**src/hdl/blg_pkg.sv**
```systemverilog
package blg_pkg;

    localparam int SAMPLE_BITS    = 12;
    localparam int SUM_BITS       = 16;
    localparam int COUNT_BITS     = 4;
    localparam int AVG_COUNT      = 10;
    localparam int AVG_SHIFT      = 3;
    localparam int LEVEL_BITS     = 3;
    localparam int TARGET_BITS    = 16;
    localparam int SUPPLY_BITS    = 4;
    localparam int FULL_BITS      = 8;
    localparam int CFG_INDEX_BITS = 4;

    localparam int SUPPLY_ON_LIMIT  = 10;
    localparam int SUPPLY_OFF_LIMIT = 3;
    localparam int SUPPLY_HOLD      = 12;
    localparam int FULL_TICKS       = 150;

    localparam logic [SUM_BITS-1:0] CHG_TH4 = SUM_BITS'(1960);
    localparam logic [SUM_BITS-1:0] CHG_TH3 = SUM_BITS'(1900);
    localparam logic [SUM_BITS-1:0] CHG_TH2 = SUM_BITS'(1840);
    localparam logic [SUM_BITS-1:0] DIS_TH5 = SUM_BITS'(1968);
    localparam logic [SUM_BITS-1:0] DIS_TH4 = SUM_BITS'(1920);
    localparam logic [SUM_BITS-1:0] DIS_TH3 = SUM_BITS'(1850);
    localparam logic [SUM_BITS-1:0] DIS_TH2 = SUM_BITS'(1760);

    localparam logic [TARGET_BITS-1:0] STARTUP_TARGET_RST     = TARGET_BITS'(1);
    localparam logic [TARGET_BITS-1:0] TEST_TARGET_RST        = TARGET_BITS'(20);
    localparam logic [TARGET_BITS-1:0] NORMAL_UP_TARGET_RST   = TARGET_BITS'(30000);
    localparam logic [TARGET_BITS-1:0] NORMAL_DOWN_TARGET_RST = TARGET_BITS'(6000);

    localparam logic [1:0] PHASE_STARTUP = 2'd0;
    localparam logic [1:0] PHASE_TEST    = 2'd1;
    localparam logic [1:0] PHASE_NORMAL  = 2'd2;

    localparam logic [CFG_INDEX_BITS-1:0] CFG_STARTUP_TARGET     = CFG_INDEX_BITS'(0);
    localparam logic [CFG_INDEX_BITS-1:0] CFG_TEST_TARGET        = CFG_INDEX_BITS'(1);
    localparam logic [CFG_INDEX_BITS-1:0] CFG_NORMAL_UP_TARGET   = CFG_INDEX_BITS'(2);
    localparam logic [CFG_INDEX_BITS-1:0] CFG_NORMAL_DOWN_TARGET = CFG_INDEX_BITS'(3);

    localparam logic [LEVEL_BITS-1:0] LEVEL_1 = LEVEL_BITS'(1);
    localparam logic [LEVEL_BITS-1:0] LEVEL_2 = LEVEL_BITS'(2);
    localparam logic [LEVEL_BITS-1:0] LEVEL_3 = LEVEL_BITS'(3);
    localparam logic [LEVEL_BITS-1:0] LEVEL_4 = LEVEL_BITS'(4);
    localparam logic [LEVEL_BITS-1:0] LEVEL_5 = LEVEL_BITS'(5);

    typedef logic [LEVEL_BITS-1:0] t_level;

    typedef struct packed {
        logic                   tick;
        logic [SAMPLE_BITS-1:0] adc_sample;
        logic                   supply_present;
        logic                   charge_done_pin;
        logic                   key_released;
        logic [1:0]             phase;
    } t_in_item;

    typedef struct packed {
        t_level                 battery_level;
        t_level                 raw_level;
        logic                   charger_on;
        logic                   charge_full;
        logic [SAMPLE_BITS-1:0] average_voltage;
        logic                   average_updated;
    } t_out_item;

    typedef struct packed {
        logic [TARGET_BITS-1:0] startup;
        logic [TARGET_BITS-1:0] test;
        logic [TARGET_BITS-1:0] normal_up;
        logic [TARGET_BITS-1:0] normal_down;
    } t_targets;

    typedef struct packed {
        logic charger_on;
        logic charge_full;
    } t_chg_status;

endpackage

```
**src/hdl/blg_ifs.sv**
```systemverilog
interface blg_in_if;
    logic               valid;
    logic               ready;
    blg_pkg::t_in_item  data;

    modport src (output valid, output data, input ready);
    modport snk (input valid, input data, output ready);
endinterface

interface blg_out_if;
    logic               valid;
    logic               ready;
    blg_pkg::t_out_item data;

    modport src (output valid, output data, input ready);
    modport snk (input valid, input data, output ready);
endinterface

interface blg_cfg_if;
    logic                                valid;
    logic                                ready;
    logic [blg_pkg::CFG_INDEX_BITS-1:0]  index;
    logic [blg_pkg::TARGET_BITS-1:0]     data;

    modport src (output valid, output index, output data, input ready);
    modport snk (input valid, input index, input data, output ready);
endinterface

```
**src/hdl/battery_level_gauge.sv**
```systemverilog
// A transaction in the input register drains when the result register is free; all gauge
// state updates and its result is registered as it drains. Throughput: one transaction
// per cycle while the output is not stalled; the two registers hold the two sides apart.
// Reset (i_rst_n, synchronous, active low) empties both registers, restores the
// default step targets and returns the gauge to level 1, not charging.
module battery_level_gauge (
    input  logic          i_clk,
    input  logic          i_rst_n,
    blg_in_if.snk         i_in,
    blg_out_if.src        o_out,
    blg_cfg_if.snk        i_cfg
);

    logic                            r_in_valid;
    blg_pkg::t_in_item               r_in_item;
    logic                            r_out_valid;
    blg_pkg::t_out_item              r_out_item;
    blg_pkg::t_out_item              n_out_item;
    blg_pkg::t_targets               r_targets;
    logic                            advance;
    logic [blg_pkg::SAMPLE_BITS-1:0] average;
    logic                            updated;
    blg_pkg::t_chg_status            status;
    logic                            full_prev;
    blg_pkg::t_level                 level;
    blg_pkg::t_level                 raw;

    assign advance     = r_in_valid && (!r_out_valid || o_out.ready);
    assign i_in.ready  = !r_in_valid || advance;
    assign i_cfg.ready = 1'b1;
    assign o_out.valid = r_out_valid;
    assign o_out.data  = r_out_item;

    always_ff @(posedge i_clk) begin
        if (!i_rst_n) begin
            r_targets.startup     <= blg_pkg::STARTUP_TARGET_RST;
            r_targets.test        <= blg_pkg::TEST_TARGET_RST;
            r_targets.normal_up   <= blg_pkg::NORMAL_UP_TARGET_RST;
            r_targets.normal_down <= blg_pkg::NORMAL_DOWN_TARGET_RST;
        end else if (i_cfg.valid) begin
            case (i_cfg.index)
                blg_pkg::CFG_STARTUP_TARGET:     r_targets.startup     <= i_cfg.data;
                blg_pkg::CFG_TEST_TARGET:        r_targets.test        <= i_cfg.data;
                blg_pkg::CFG_NORMAL_UP_TARGET:   r_targets.normal_up   <= i_cfg.data;
                blg_pkg::CFG_NORMAL_DOWN_TARGET: r_targets.normal_down <= i_cfg.data;
                default: ;
            endcase
        end
    end

    always_ff @(posedge i_clk) begin
        if (!i_rst_n) begin
            r_in_valid <= 1'b0;
        end else if (i_in.ready) begin
            r_in_valid <= i_in.valid;
        end
    end

    always_ff @(posedge i_clk) begin
        if (i_in.valid && i_in.ready) begin
            r_in_item <= i_in.data;
        end
    end

    blg_avg u_avg (
        .i_clk     (i_clk),
        .i_rst_n   (i_rst_n),
        .i_en      (advance),
        .i_sample  (r_in_item.adc_sample),
        .o_average (average),
        .o_updated (updated)
    );

    blg_charge u_charge (
        .i_clk       (i_clk),
        .i_rst_n     (i_rst_n),
        .i_en        (advance),
        .i_tick      (r_in_item.tick),
        .i_supply    (r_in_item.supply_present),
        .i_done_pin  (r_in_item.charge_done_pin),
        .o_status    (status),
        .o_full_prev (full_prev)
    );

    blg_level u_level (
        .i_clk       (i_clk),
        .i_rst_n     (i_rst_n),
        .i_en        (advance),
        .i_tick      (r_in_item.tick),
        .i_key_up    (r_in_item.key_released),
        .i_phase     (r_in_item.phase),
        .i_targets   (r_targets),
        .i_status    (status),
        .i_full_prev (full_prev),
        .i_average   (average),
        .o_level     (level),
        .o_raw       (raw)
    );

    always_comb begin
        n_out_item.battery_level   = level;
        n_out_item.raw_level       = raw;
        n_out_item.charger_on      = status.charger_on;
        n_out_item.charge_full     = status.charge_full;
        n_out_item.average_voltage = average;
        n_out_item.average_updated = updated;
    end

    always_ff @(posedge i_clk) begin
        if (!i_rst_n) begin
            r_out_valid <= 1'b0;
        end else if (advance) begin
            r_out_valid <= 1'b1;
        end else if (o_out.ready) begin
            r_out_valid <= 1'b0;
        end
    end

    always_ff @(posedge i_clk) begin
        if (advance) begin
            r_out_item <= n_out_item;
        end
    end

    a_level_range: assert property (@(posedge i_clk) disable iff (!i_rst_n)
        r_out_valid |-> (r_out_item.battery_level >= blg_pkg::LEVEL_1 &&
                         r_out_item.battery_level <= blg_pkg::LEVEL_5))
        else $error("shown level out of range");

    a_full_needs_charger: assert property (@(posedge i_clk) disable iff (!i_rst_n)
        (r_out_valid && r_out_item.charge_full) |-> r_out_item.charger_on)
        else $error("charge full without charger");

    a_full_forces_top: assert property (@(posedge i_clk) disable iff (!i_rst_n)
        (r_out_valid && r_out_item.charge_full) |->
            (r_out_item.battery_level != blg_pkg::LEVEL_4))
        else $error("charge full did not pin level to top");

    a_held_when_stalled: assert property (@(posedge i_clk) disable iff (!i_rst_n)
        (r_in_valid && !advance) |=> (r_in_valid && $stable(r_in_item)))
        else $error("pending input lost while result stalled");

endmodule

```
**src/hdl/blg_avg.sv**
```systemverilog
module blg_avg (
    input  logic                            i_clk,
    input  logic                            i_rst_n,
    input  logic                            i_en,
    input  logic [blg_pkg::SAMPLE_BITS-1:0] i_sample,
    output logic [blg_pkg::SAMPLE_BITS-1:0] o_average,
    output logic                            o_updated
);

    logic [blg_pkg::SUM_BITS-1:0]    r_sum, n_sum;
    logic [blg_pkg::SAMPLE_BITS-1:0] r_max, n_max;
    logic [blg_pkg::SAMPLE_BITS-1:0] r_min, n_min;
    logic [blg_pkg::COUNT_BITS-1:0]  r_count, n_count;
    logic [blg_pkg::SAMPLE_BITS-1:0] r_average, n_average;
    logic [blg_pkg::SUM_BITS-1:0]    trimmed;

    always_comb begin
        n_max     = (i_sample >= r_max) ? i_sample : r_max;
        n_min     = (i_sample <= r_min) ? i_sample : r_min;
        n_sum     = r_sum + blg_pkg::SUM_BITS'(i_sample);
        n_count   = r_count + 1'b1;
        n_average = r_average;
        o_updated = 1'b0;
        trimmed   = n_sum - blg_pkg::SUM_BITS'(n_max) - blg_pkg::SUM_BITS'(n_min);
        if (n_count >= blg_pkg::COUNT_BITS'(blg_pkg::AVG_COUNT)) begin
            n_average = blg_pkg::SAMPLE_BITS'(trimmed >> blg_pkg::AVG_SHIFT);
            n_max     = '0;
            n_min     = '1;
            n_sum     = '0;
            n_count   = '0;
            o_updated = 1'b1;
        end
    end

    assign o_average = n_average;

    always_ff @(posedge i_clk) begin
        if (!i_rst_n) begin
            r_sum     <= '0;
            r_max     <= '0;
            r_min     <= '1;
            r_count   <= '0;
            r_average <= '0;
        end else if (i_en) begin
            r_sum     <= n_sum;
            r_max     <= n_max;
            r_min     <= n_min;
            r_count   <= n_count;
            r_average <= n_average;
        end
    end

endmodule

```
**src/hdl/blg_charge.sv**
```systemverilog
module blg_charge (
    input  logic                 i_clk,
    input  logic                 i_rst_n,
    input  logic                 i_en,
    input  logic                 i_tick,
    input  logic                 i_supply,
    input  logic                 i_done_pin,
    output blg_pkg::t_chg_status o_status,
    output logic                 o_full_prev
);

    logic [blg_pkg::SUPPLY_BITS-1:0] r_on, n_on;
    logic [blg_pkg::SUPPLY_BITS-1:0] r_off, n_off;
    logic [blg_pkg::FULL_BITS-1:0]   r_full, n_full;
    logic [blg_pkg::FULL_BITS-1:0]   r_nfull, n_nfull;
    blg_pkg::t_chg_status            r_status, n_status;

    always_comb begin
        n_on     = r_on + blg_pkg::SUPPLY_BITS'(i_tick);
        n_off    = r_off + blg_pkg::SUPPLY_BITS'(i_tick);
        n_full   = r_full + blg_pkg::FULL_BITS'(i_tick);
        n_nfull  = r_nfull + blg_pkg::FULL_BITS'(i_tick);
        n_status = r_status;

        if (!i_supply) begin
            n_on = '0;
        end else begin
            n_off = '0;
        end
        if (n_on > blg_pkg::SUPPLY_BITS'(blg_pkg::SUPPLY_ON_LIMIT)) begin
            n_on                = blg_pkg::SUPPLY_BITS'(blg_pkg::SUPPLY_HOLD);
            n_status.charger_on = 1'b1;
            n_nfull             = '0;
        end
        if (n_off > blg_pkg::SUPPLY_BITS'(blg_pkg::SUPPLY_OFF_LIMIT)) begin
            n_off               = blg_pkg::SUPPLY_BITS'(blg_pkg::SUPPLY_HOLD);
            n_status.charger_on = 1'b0;
            n_full              = '0;
        end

        if (n_status.charger_on) begin
            if (!i_done_pin) begin
                n_nfull = '0;
            end else begin
                n_full = '0;
            end
            if (n_full >= blg_pkg::FULL_BITS'(blg_pkg::FULL_TICKS)) begin
                n_full               = blg_pkg::FULL_BITS'(blg_pkg::FULL_TICKS);
                n_status.charge_full = 1'b1;
            end
            if (n_nfull >= blg_pkg::FULL_BITS'(blg_pkg::FULL_TICKS)) begin
                n_nfull              = blg_pkg::FULL_BITS'(blg_pkg::FULL_TICKS);
                n_status.charge_full = 1'b0;
            end
        end else begin
            n_full               = '0;
            n_nfull              = blg_pkg::FULL_BITS'(blg_pkg::FULL_TICKS);
            n_status.charge_full = 1'b0;
        end
    end

    assign o_status    = n_status;
    assign o_full_prev = r_status.charge_full;

    always_ff @(posedge i_clk) begin
        if (!i_rst_n) begin
            r_on     <= '0;
            r_off    <= '0;
            r_full   <= '0;
            r_nfull  <= '0;
            r_status <= '0;
        end else if (i_en) begin
            r_on     <= n_on;
            r_off    <= n_off;
            r_full   <= n_full;
            r_nfull  <= n_nfull;
            r_status <= n_status;
        end
    end

endmodule

```
**src/hdl/blg_level.sv**
```systemverilog
module blg_level (
    input  logic                            i_clk,
    input  logic                            i_rst_n,
    input  logic                            i_en,
    input  logic                            i_tick,
    input  logic                            i_key_up,
    input  logic [1:0]                      i_phase,
    input  blg_pkg::t_targets               i_targets,
    input  blg_pkg::t_chg_status            i_status,
    input  logic                            i_full_prev,
    input  logic [blg_pkg::SAMPLE_BITS-1:0] i_average,
    output blg_pkg::t_level                 o_level,
    output blg_pkg::t_level                 o_raw
);

    logic [blg_pkg::TARGET_BITS-1:0] r_rise, n_rise;
    logic [blg_pkg::TARGET_BITS-1:0] r_fall, n_fall;
    blg_pkg::t_level                 r_level, n_level;
    blg_pkg::t_level                 raw;
    logic [blg_pkg::TARGET_BITS-1:0] up_t, down_t;
    logic [blg_pkg::SUM_BITS-1:0]    avg;

    always_comb begin
        if (i_phase == blg_pkg::PHASE_STARTUP) begin
            up_t   = i_targets.startup;
            down_t = i_targets.startup;
        end else if (i_phase == blg_pkg::PHASE_TEST) begin
            up_t   = i_targets.test;
            down_t = i_targets.test;
        end else begin
            up_t   = i_targets.normal_up;
            down_t = i_targets.normal_down;
        end
    end

    always_comb begin
        avg = blg_pkg::SUM_BITS'(i_average);
        if (i_status.charger_on) begin
            if (i_full_prev)                  raw = blg_pkg::LEVEL_5;
            else if (avg >= blg_pkg::CHG_TH4) raw = blg_pkg::LEVEL_4;
            else if (avg >= blg_pkg::CHG_TH3) raw = blg_pkg::LEVEL_3;
            else if (avg >= blg_pkg::CHG_TH2) raw = blg_pkg::LEVEL_2;
            else                              raw = blg_pkg::LEVEL_1;
        end else begin
            if (avg >= blg_pkg::DIS_TH5)      raw = blg_pkg::LEVEL_5;
            else if (avg >= blg_pkg::DIS_TH4) raw = blg_pkg::LEVEL_4;
            else if (avg >= blg_pkg::DIS_TH3) raw = blg_pkg::LEVEL_3;
            else if (avg >= blg_pkg::DIS_TH2) raw = blg_pkg::LEVEL_2;
            else                              raw = blg_pkg::LEVEL_1;
        end
    end

    always_comb begin
        n_rise  = r_rise + blg_pkg::TARGET_BITS'(i_tick);
        n_fall  = r_fall + blg_pkg::TARGET_BITS'(i_tick & i_key_up);
        n_level = r_level;

        if (i_status.charger_on && (i_phase >= blg_pkg::PHASE_NORMAL)) begin
            // rise only while charging in normal run
            if (raw > r_level) begin
                if (n_rise > up_t) begin
                    n_rise = '0;
                    if (r_level < blg_pkg::LEVEL_5) n_level = r_level + 1'b1;
                end
            end else begin
                n_rise = '0;
            end
        end else if (raw < r_level) begin
            if (n_fall > down_t) begin
                n_fall = '0;
                if (r_level > blg_pkg::LEVEL_1) n_level = r_level - 1'b1;
            end
        end else if (raw > r_level) begin
            if (n_rise > up_t) begin
                n_rise = '0;
                if (r_level < blg_pkg::LEVEL_5) n_level = r_level + 1'b1;
            end
        end else begin
            n_fall = '0;
            n_rise = '0;
        end

        if (i_status.charger_on && i_status.charge_full &&
            (n_level == blg_pkg::LEVEL_4 || n_level == blg_pkg::LEVEL_5)) begin
            n_level = blg_pkg::LEVEL_5;
        end
    end

    assign o_level = n_level;
    assign o_raw   = raw;

    always_ff @(posedge i_clk) begin
        if (!i_rst_n) begin
            r_rise  <= '0;
            r_fall  <= '0;
            r_level <= blg_pkg::LEVEL_1;
        end else if (i_en) begin
            r_rise  <= n_rise;
            r_fall  <= n_fall;
            r_level <= n_level;
        end
    end

endmodule

```
**src/flat_wrapper.sv**
```systemverilog
// flat-port wrapper written by rule: the top's interface ports become plain ports
module battery_level_gauge_flat 
  (i_clk, i_rst_n, i_in_valid, i_in_data, i_in_ready, o_out_valid, o_out_data, o_out_ready, i_cfg_valid, i_cfg_index, i_cfg_data, i_cfg_ready);
  blg_in_if i_in_i ();
  blg_out_if o_out_i ();
  blg_cfg_if i_cfg_i ();
  input  logic i_clk;
  input  logic i_rst_n;
  input wire logic [$bits(i_in_i.valid)-1:0] i_in_valid;
  input wire logic [$bits(i_in_i.data)-1:0] i_in_data;
  output wire logic [$bits(i_in_i.ready)-1:0] i_in_ready;
  output wire logic [$bits(o_out_i.valid)-1:0] o_out_valid;
  output wire logic [$bits(o_out_i.data)-1:0] o_out_data;
  input wire logic [$bits(o_out_i.ready)-1:0] o_out_ready;
  input wire logic [$bits(i_cfg_i.valid)-1:0] i_cfg_valid;
  input wire logic [$bits(i_cfg_i.index)-1:0] i_cfg_index;
  input wire logic [$bits(i_cfg_i.data)-1:0] i_cfg_data;
  output wire logic [$bits(i_cfg_i.ready)-1:0] i_cfg_ready;
  assign i_in_i.valid = i_in_valid;
  assign i_in_i.data = i_in_data;
  assign i_in_ready = i_in_i.ready;
  assign o_out_valid = o_out_i.valid;
  assign o_out_data = o_out_i.data;
  assign o_out_i.ready = o_out_ready;
  assign i_cfg_i.valid = i_cfg_valid;
  assign i_cfg_i.index = i_cfg_index;
  assign i_cfg_i.data = i_cfg_data;
  assign i_cfg_ready = i_cfg_i.ready;
  battery_level_gauge u_core (.i_clk(i_clk), .i_rst_n(i_rst_n), .i_in(i_in_i), .o_out(o_out_i), .i_cfg(i_cfg_i));
endmodule
```
**config.mk**
```make
export PLATFORM = sky130hd
export DESIGN_NAME = battery_level_gauge_flat
export DESIGN_NICKNAME = d
export VERILOG_FILES = /design/src/hdl/blg_pkg.sv /design/src/hdl/blg_ifs.sv /design/src/hdl/battery_level_gauge.sv /design/src/hdl/blg_avg.sv /design/src/hdl/blg_charge.sv /design/src/hdl/blg_level.sv /design/src/flat_wrapper.sv
export SDC_FILE = /design/constraint.sdc
export NUM_CORES = 1
export LEC_CHECK = 0
export BUFFER_PORTS_ARGS = -buffer_cell sky130_fd_sc_hd__buf_2
export CORE_ASPECT_RATIO = 1.4
export CORE_MARGIN = 5
export CORE_UTILIZATION = 56
export DETAILED_ROUTE_END_ITERATION = 12
export HOLD_SLACK_MARGIN = 0.12
export PLACE_DENSITY = 0.82
export SLEW_MARGIN = 15
export SYNTH_ARGS = -nofsm -noshare
export SYNTH_HDL_FRONTEND = slang
export SYNTH_HIERARCHICAL = 1
export SYNTH_SLANG_ARGS = --single-unit
```
**constraint.sdc**
```tcl
create_clock -name i_clk -period 6.9 [get_ports i_clk]
set_input_delay 0.345 -clock i_clk [delete_from_list [all_inputs] [get_ports i_clk]]
set_output_delay 0.345 -clock i_clk [all_outputs]
set_load 0.01 [all_outputs]
```
==> results of run 1 <==
-- cell type report --
type	count	area share
inverter	61	0.0146
timing repair buffer	174	0.0812
clock buffer	30	0.0411
clock inverter	11	0.00768
sequential	220	0.307
tap	306	0.0245
multi-input combinational	1168	0.524
-- timing repair --
item                                    4_1_cts  5_1_grt
gates cloned                                  0        0
hold buffers                                 26        0
endpoints found under the setup margin       35       38
gates resized for setup                      37       32
pin swaps                                    29       35
hold endpoints to repair                     30        0
buffers inserted                             16       12
-- kinds of logic (layout without fill, tap and decap cells) --
logic type | after synthesis | after routing | synth area share
DFF | 220 | 220 | 0.360
and+or+nand+nor | 544 | 544 | 0.202
other | 1 | 1 | 0.000282
buffers and inverters | 138 | 276 | 0.0461
AOI/OAI and AO/OA | 374 | 374 | 0.183
xor gates and xnor gates | 57 | 57 | 0.0375
muxes | 80 | 80 | 0.0602
adders and majority gates | 112 | 112 | 0.111
-- layout by cell type (no fill, tap or decap), types with 15 or more instances in the layout --
| master | Yosys | layout |
|---|---|---|
| sky130_fd_sc_hd__nand2_1 | 216 | 212 |
| sky130_fd_sc_hd__dfxtp_1 | 181 | 180 |
| sky130_fd_sc_hd__a21oi_1 | 108 | 95 |
| sky130_fd_sc_hd__ha_1 | 101 | 95 |
| sky130_fd_sc_hd__mux2i_1 | 80 | 80 |
| sky130_fd_sc_hd__o21ai_0 | 93 | 80 |
| sky130_fd_sc_hd__nand3_1 | 80 | 79 |
| sky130_fd_sc_hd__buf_4 | 2 | 75 |
| sky130_fd_sc_hd__buf_2 | 7 | 64 |
| sky130_fd_sc_hd__nor2_1 | 64 | 62 |
| sky130_fd_sc_hd__inv_1 | 59 | 58 |
| sky130_fd_sc_hd__edfxtp_1 | 39 | 39 |
| sky130_fd_sc_hd__nor2b_1 | 39 | 37 |
| sky130_fd_sc_hd__xnor2_1 | 29 | 29 |
| sky130_fd_sc_hd__and3_1 | 27 | 27 |
| sky130_fd_sc_hd__dlygate4sd3_1 | 1 | 26 |
| sky130_fd_sc_hd__xor2_1 | 28 | 26 |
| sky130_fd_sc_hd__clkbuf_16 | 0 | 24 |
| sky130_fd_sc_hd__nand2b_1 | 21 | 20 |
| sky130_fd_sc_hd__nor3_1 | 19 | 18 |
| sky130_fd_sc_hd__o21a_1 | 17 | 17 |
| sky130_fd_sc_hd__nand4_1 | 17 | 17 |
| sky130_fd_sc_hd__a21o_1 | 15 | 15 |
-- sequential cells by signal (all words and copies together), names as in the netlist, 8 cells and up --
name                     flops
u_core/r_targets            64
u_core/o_out.data           21
u_core/r_in_item            18
u_core/u_level/r_fall       16
u_core/u_level/r_rise       16
u_core/u_avg/r_sum          15
u_core/u_avg/r_average      12
u_core/u_avg/r_max          12
u_core/u_avg/r_min          12
u_core/u_charge/r_full       8
u_core/u_charge/r_nfull      8
-- cells in the mapped netlist, types with 4 or more instances --
cell and n:
sky130_fd_sc_hd__nand4_1 17, sky130_fd_sc_hd__nand2b_1 21, sky130_fd_sc_hd__buf_1 9, sky130_fd_sc_hd__and2_1 10
sky130_fd_sc_hd__a21oi_1 108, sky130_fd_sc_hd__or3_1 4, sky130_fd_sc_hd__a2bb2oi_1 4, sky130_fd_sc_hd__dfxtp_1 181
sky130_fd_sc_hd__a31oi_1 11, sky130_fd_sc_hd__o211ai_1 11, sky130_fd_sc_hd__a211oi_1 11, sky130_fd_sc_hd__or2_2 5
sky130_fd_sc_hd__ha_1 101, sky130_fd_sc_hd__a22oi_1 9, sky130_fd_sc_hd__o21ai_1 5, sky130_fd_sc_hd__and3_1 27
sky130_fd_sc_hd__mux2i_1 80, sky130_fd_sc_hd__inv_1 59, sky130_fd_sc_hd__buf_6 4, sky130_fd_sc_hd__and4_1 6
sky130_fd_sc_hd__o21a_1 17, sky130_fd_sc_hd__a21o_1 15, sky130_fd_sc_hd__buf_2 7, sky130_fd_sc_hd__nand2_1 216
sky130_fd_sc_hd__clkbuf_1 50, sky130_fd_sc_hd__edfxtp_1 39, sky130_fd_sc_hd__nand4b_1 8, sky130_fd_sc_hd__nand3b_1 5
sky130_fd_sc_hd__xor2_1 28, sky130_fd_sc_hd__nand3_1 80, sky130_fd_sc_hd__o31a_1 4, sky130_fd_sc_hd__o21ai_0 93
sky130_fd_sc_hd__xnor2_1 29, sky130_fd_sc_hd__o31ai_1 4, sky130_fd_sc_hd__o22ai_1 15, sky130_fd_sc_hd__nor2b_1 39
sky130_fd_sc_hd__nor3_1 19, sky130_fd_sc_hd__nor2_1 64, sky130_fd_sc_hd__o311ai_0 11, sky130_fd_sc_hd__fa_1 11
sky130_fd_sc_hd__a21boi_0 4
-- layer usage --
layer  part of all wire  GRT usage
met5                  0          0
met4              0.049      0.130
met3              0.048     0.0280
met2               0.53      0.480
met1               0.37      0.275
-- power by group through the flow --
| stage | clock network, mW | logic, mW | registers (mW) |
|---|---|---|---|
| after floorplan | 0 | 0.495 | 1.39 |
| after global placement | 0 | 0.690 | 1.40 |
| final | 1.27 | 0.914 | 1.37 |
| after global routing | 1.34 | 0.992 | 1.38 |
| after CTS | 1.28 | 0.816 | 1.37 |
| after detailed placement | 0 | 0.714 | 1.40 |
-- metrics by stage --
stage,std cells,hold slack [ns]
4_1_cts,1960,0.121
2_1_floorplan,1526,0.431
3_5_place_dp,1877,0.445
6_report,1970,0.131
3_3_place_gp,1877,0.438
5_1_grt,1970,0.135
-- worst min path at each step --
stage	from	to	slack, ns	depth (start not counted)
6_report	i_cfg_data[5]	u_core/r_targets[53]	0.13	3
5_1_grt	i_cfg_data[0]	u_core/r_targets[48]	0.13	3
4_1_cts	i_cfg_data[0]	u_core/r_targets[48]	0.12	3
3_5_place_dp	u_core/r_targets[17]	u_core/r_targets[17]	0.45	2
3_3_place_gp	u_core/r_targets[25]	u_core/r_targets[25]	0.44	2
2_1_floorplan	u_core/r_targets[17]	u_core/r_targets[17]	0.43	2
-- worst reg2reg max path, delay by kind of cell (launching register included) --
family	cells	cell delay [ns]
compound gates	14	2.60
xor+xnor	1	0.23
fa+ha+maj	4	0.95
buf+inv	5	0.69
flops	1	0.41
mux	1	0.13
simple gates	12	1.92
==> metrics.txt, run 1 <==
result of the run finished, violations left; failing checks negative setup slack; area post-placement 0.0142 mm²; Area Overhead vs Synth 17.5%; Async SR Flop Fraction 0; Critical path buffers and inverters 5; critical register-to-register path endpoint u_core/u_level/r_level[0]; utilization after layout 0.669; clock period minus worst slack 7.02 ns; final period utilization 1.02; count of input and output buffers 65; slew at the pin closest to its max-slew limit between 1 and 1.5 ns; final antenna diode count 0; starting DRC count in detailed routing 1090; root cell of the clock tree sky130_fd_sc_hd__clkbuf_16; unrepaired setup endpoints after global routing yes; Setup Viol. Count Final 5; type of the worst min-delay path input port to flip-flop; Clk pin slew, worst setup/hold paths approximately 0.07 ns; Max Clock Skew ~0.011 ns; count of cell instances traversed by the critical path 37; sink count of the clock tree 220; Max Transition Viols Final 0; vias in the first global route around 12k; leading area contributor after synthesis sky130_fd_sc_hd__dfxtp_1; family of cells with the greatest summed delay on the critical path compound AO/OA/AOI/OAI gates; CTS tree built; buffers from clock root to sink, at most 3; final weighted congestion in routability-driven placement ~0.93; maximum fanout encountered on the critical timing path 5; effective utilization at floorplan 0.570; width of the chip 140 µm; total number of nets in the final design between 1.5k and 2k; TritonCTS buffer count 23; floorplan die area 0.0270 mm²; crit path max-delay cell type sky130_fd_sc_hd__or3b_4; vias post-DR 12.0k; power per cell area ~230 mW/mm²; #FFs+latches synth 220; post-synthesis instance area ~0.013 mm²; placeable core area 0.0234 mm²; Remaining Overflow, GRT 0; half-perimeter wire length after placement between 20 and 25 mm; sw power 1.05 mW; Setup TNS -0.326 ns; Post-DRT Antenna Nets 0; Synthesized Nets approximately 1.7k; insertion delay to the later sink of the worst-skew pair around 0.51 ns; overall power 3.55 mW; maximum vdd drop between 200 and 250 µV; row count 66; register area share after synthesis 0.360; R2R depth 37; die span in y slightly below 200 µm; multi-input combinational cell area 0.00820 mm²; distinct cell type count of the synthesized netlist 100; switching part of the total power 0.295; number of antenna violations at the first check in global routing 0; Int Power roughly 2.5 mW; Critical Path AT 7.45 ns; power share of the clock group 0.356; capture point of the critical path u_core/u_level/r_level[0]; first-pass iteration count of the detailed router 8; number of warnings printed during yosys synthesis 6; GR Util All Layers 0.253; static leakage power 6.48 nW; Final Hold Violating Endpoints 0; top area cells in the synthesized netlist sky130_fd_sc_hd__dfxtp_1, sky130_fd_sc_hd__ha_1, sky130_fd_sc_hd__edfxtp_1; io pins 67; dominant cell type by count on the critical path sky130_fd_sc_hd__a21o_1; CP peak stage delay about 0.42 ns; total routed wirelength 35.3 mm; post-route standard cell area excluding fillers approximately 0.016 mm²; DRC violation count after routing 0; capturing element type of the critical path flip-flop; category of the worst setup path launch point flip-flop; number of max-cap violations 0; launch instance of the worst register-to-register path u_core/r_in_item[5]; register-to-register path setup slack -0.12 ns; required time of the critical path approximately 7.3 ns; critical path launch point u_core/r_in_item[5]; maximum number of pins on one net before global-route repair 89; fillcell total 1761; relative contribution of sequential cells to total power 0.387; Seq. cell area around 0.0048 mm²; Max H-tree Level 1; classification of the worst setup path flip-flop to flip-flop; first-pass GRT wire length 57.1 mm; post-detailed-route via-to-cell ratio just over 6; post-DR wirelength/cell 17.9 µm; post-route worst setup slack -0.124 ns; Syn Inst Count around 1.5k; Comb pwr share 0.257; number of enable flip-flop cells after synthesis 39; share of cells above drive strength 1 0.159; Max Freq approximately 0.14 GHz; worst setup slack before clock tree synthesis -0.267 ns; flip-flop cell with the highest count after synthesis sky130_fd_sc_hd__dfxtp_1; Worst slew margin 0.258; portion of synthesized cell area occupied by the leading cell type 0.272; Avg Inst Size Synth between 8 and 9 µm²
(Power assumes the default switching activity.)
==> inputs of run 2 (changes only) <==
Clock period 6.9 ns to 6.13 ns, I/O delays scaled along.
==> metrics.txt, run 2 (synthesized netlist as in run 1, its figures left out) <==
result of the run finished, violations left; failing checks negative setup slack; post-DR wirelength/cell 17.7 µm (-1.2%); maximum number of pins on one net before global-route repair 82 (-7.9%); total number of nets in the final design 1889 (+4.8%); area post-placement 0.0148 mm² (+4.8%); R2R depth 32 (-14%); capturing element type of the critical path flip-flop; number of max-cap violations 0 (unchanged); Comb pwr share 0.278 (+0.021); Met1 Wirelength 13.7 mm (+3.4%); GR Util All Layers 0.251 (-0.00132); power per cell area 243 mW/mm² (+7.0%); Setup TNS -25.35 ns (-25.03 ns); Clk pin slew, worst setup/hold paths 0.06 ns (about the same); final weighted congestion in routability-driven placement 0.912 (-1.5%); sink count of the clock tree 220 (unchanged); beginning of the worst hold path i_cfg_data[3]; insertion delay to the later sink of the worst-skew pair 0.52 ns (about the same); routed wire length on met3 1.95 mm (+16%); crit path max-delay cell type sky130_fd_sc_hd__edfxtp_1; row count 66 (unchanged); CTS tree built; Critical path buffers and inverters 2 (-3); register-to-register path setup slack -0.95 ns (-0.83 ns); post-route worst setup slack -0.953 ns (-0.829 ns); max layer used met4; vias in the first global route 12.4k (+4.8%); switching part of the total power 0.291 (-0.00367); Area Overhead vs Synth 24.1%; first-pass GRT wire length 57.5 mm (+0.59%); number of antenna violations at the first check in global routing 0 (unchanged); utilization after layout 0.707 (+0.0376); required time of the critical path 6.55 ns (-0.78 ns); most common library cell in the layout ignoring fill and taps sky130_fd_sc_hd__nand2_1; routed wire length on met2 19.1 mm (+2.2%); final period utilization 1.16 (+0.137); Max H-tree Level 1 (unchanged); Max Clock Skew 0.0147 ns (+0.00326 ns); sw power 1.17 mW (+12%); power share of the clock group 0.337 (-0.019); first-pass iteration count of the detailed router 5 (-3); static leakage power 6.94 nW (+7.1%); maximum fanout encountered on the critical timing path 11 (+6); classification of the worst setup path flip-flop to flip-flop; count of input and output buffers 65 (unchanged); floorplan die area 0.0270 mm² (unchanged); slew at the pin closest to its max-slew limit 1.38 ns (+0.269 ns); Critical Path AT 7.50 ns (+0.05 ns); buffers from clock root to sink, at most 3 (unchanged); io pins 67 (unchanged); total routed wirelength 36.4 mm (+3.1%); unrepaired setup endpoints after global routing yes; type of the worst min-delay path input port to flip-flop; Post-DRT Antenna Nets 0 (unchanged); starting DRC count in detailed routing 917 (-16%); share of cells above drive strength 1 0.211 (+0.0516); post-route standard cell area excluding fillers 0.0165 mm² (+5.6%); Max Transition Viols Final 0 (unchanged); number of flip-flops in the largest register 64 (unchanged); Final Hold Violating Endpoints 0 (unchanged); TritonCTS buffer count 22 (-4.3%); Worst slew margin 0.0782 (-0.179); root cell of the clock tree sky130_fd_sc_hd__clkbuf_16; maximum vdd drop 220 µV (-3.4%); clock period minus worst slack 7.08 ns (+0.0590 ns); critical path launch point u_core/r_in_item[6]; vias post-DR 12.5k (+4.7%); effective utilization at floorplan 0.570 (unchanged); commonest cells after routing, fill and taps aside sky130_fd_sc_hd__nand2_1, sky130_fd_sc_hd__dfxtp_1, sky130_fd_sc_hd__buf_4; post-detailed-route via-to-cell ratio 6.08 (+0.31%); count of cell instances traversed by the critical path 32 (-14%); width of the chip 140 µm (unchanged); hold slack 0.139 ns (+0.00822 ns); Int Power 2.85 mW (+14%); worst setup slack before clock tree synthesis -0.950 ns (-0.683 ns); launch instance of the worst register-to-register path u_core/r_in_item[6]; DRC violation count after routing 0 (unchanged); Max Freq 0.141 GHz (-0.83%); placeable core area 0.0234 mm² (unchanged); final antenna diode count 0 (unchanged); Most flops, register u_core/r_targets; capture point of the critical path u_core/u_level/r_level[0]; Remaining Overflow, GRT 0 (unchanged); half-perimeter wire length after placement 23.9 mm (-0.53%); critical register-to-register path endpoint u_core/u_level/r_level[0]; Setup Viol. Count Final 38 (+33); die span in y 192 µm (unchanged); relative contribution of sequential cells to total power 0.384 (-0.003); category of the worst setup path launch point flip-flop; family of cells with the greatest summed delay on the critical path compound AO/OA/AOI/OAI gates; CP peak stage delay 0.49 ns (+0.07 ns)
[run 2: cell types whose count changed in the layout (fill, tap and decap cells not counted), moves of 4 or more]
cell	before	now
sky130_fd_sc_hd__a21oi_4	1	8
sky130_fd_sc_hd__buf_6	5	11
sky130_fd_sc_hd__dlygate4sd3_1	26	32
sky130_fd_sc_hd__nor2_1	62	55
sky130_fd_sc_hd__clkinvlp_4	4	0
sky130_fd_sc_hd__clkbuf_8	2	6
sky130_fd_sc_hd__nor2_2	1	5
sky130_fd_sc_hd__buf_4	75	148
sky130_fd_sc_hd__a21oi_1	95	90
[run 2: per-layer routing]
layer  vias to the layer above  global-route usage
li1                       5908                   -
met1                      5986               0.278
met2                       482               0.476
met3                       134              0.0270
met4                         0               0.120
met5                         -                   0
[run 2: worst min-delay path by stage]
stage | to | slack [ns] | cells after the start
floorplan | u_core/r_in_item[0] | 0.41 | 0
detailed placement | u_core/r_targets[56] | 0.45 | 2
CTS | u_core/r_targets[33] | 0.13 | 3
global route | u_core/r_targets[51] | 0.16 | 3
finish | u_core/r_targets[3] | 0.14 | 3
global placement | u_core/r_targets[19] | 0.44 | 2
[run 2: worst min-delay path, cell delays in order]
cell	delay [ns]
sky130_fd_sc_hd__buf_2	0.07
sky130_fd_sc_hd__nand2_1	0.10
sky130_fd_sc_hd__mux2i_1	0.13
[run 2: repair_timing]
item / CTS / global route
pin swaps: 13 / 32
hold buffers: 32 / 0
cloned: 2 / 2
endpoints found under the hold margin: 60 / 0
setup endpoints to repair: 38 / 38
buffers inserted: 10 / 16
resized for setup: 36 / 53
[run 2: final cells by class]
cell class,instances,area [µm²]
multi-input cells,1168,8390
fillers,1642,6850
flip-flops and latches,220,4790
repair buffers,261,1990
clock buffers,35,703
well taps,306,383
inverters,61,229
clock inverters,5,25.0
[run 2: power groups by stage]
stage	clock network [mW]	logic (mW)	registers, mW
floorplan	0	0.590	1.57
global placement	0	0.894	1.57
detailed placement	0	0.922	1.57
CTS	1.38	1.01	1.54
global route	1.43	1.22	1.55
finish	1.36	1.12	1.54
[run 2: metrics by stage]
stage	cells	power [mW]
after global routing	2056	4.19
after floorplan	1526	2.16
after CTS	2042	3.93
final	2056	4.02
after detailed placement	1958	2.49
after global placement	1958	2.47
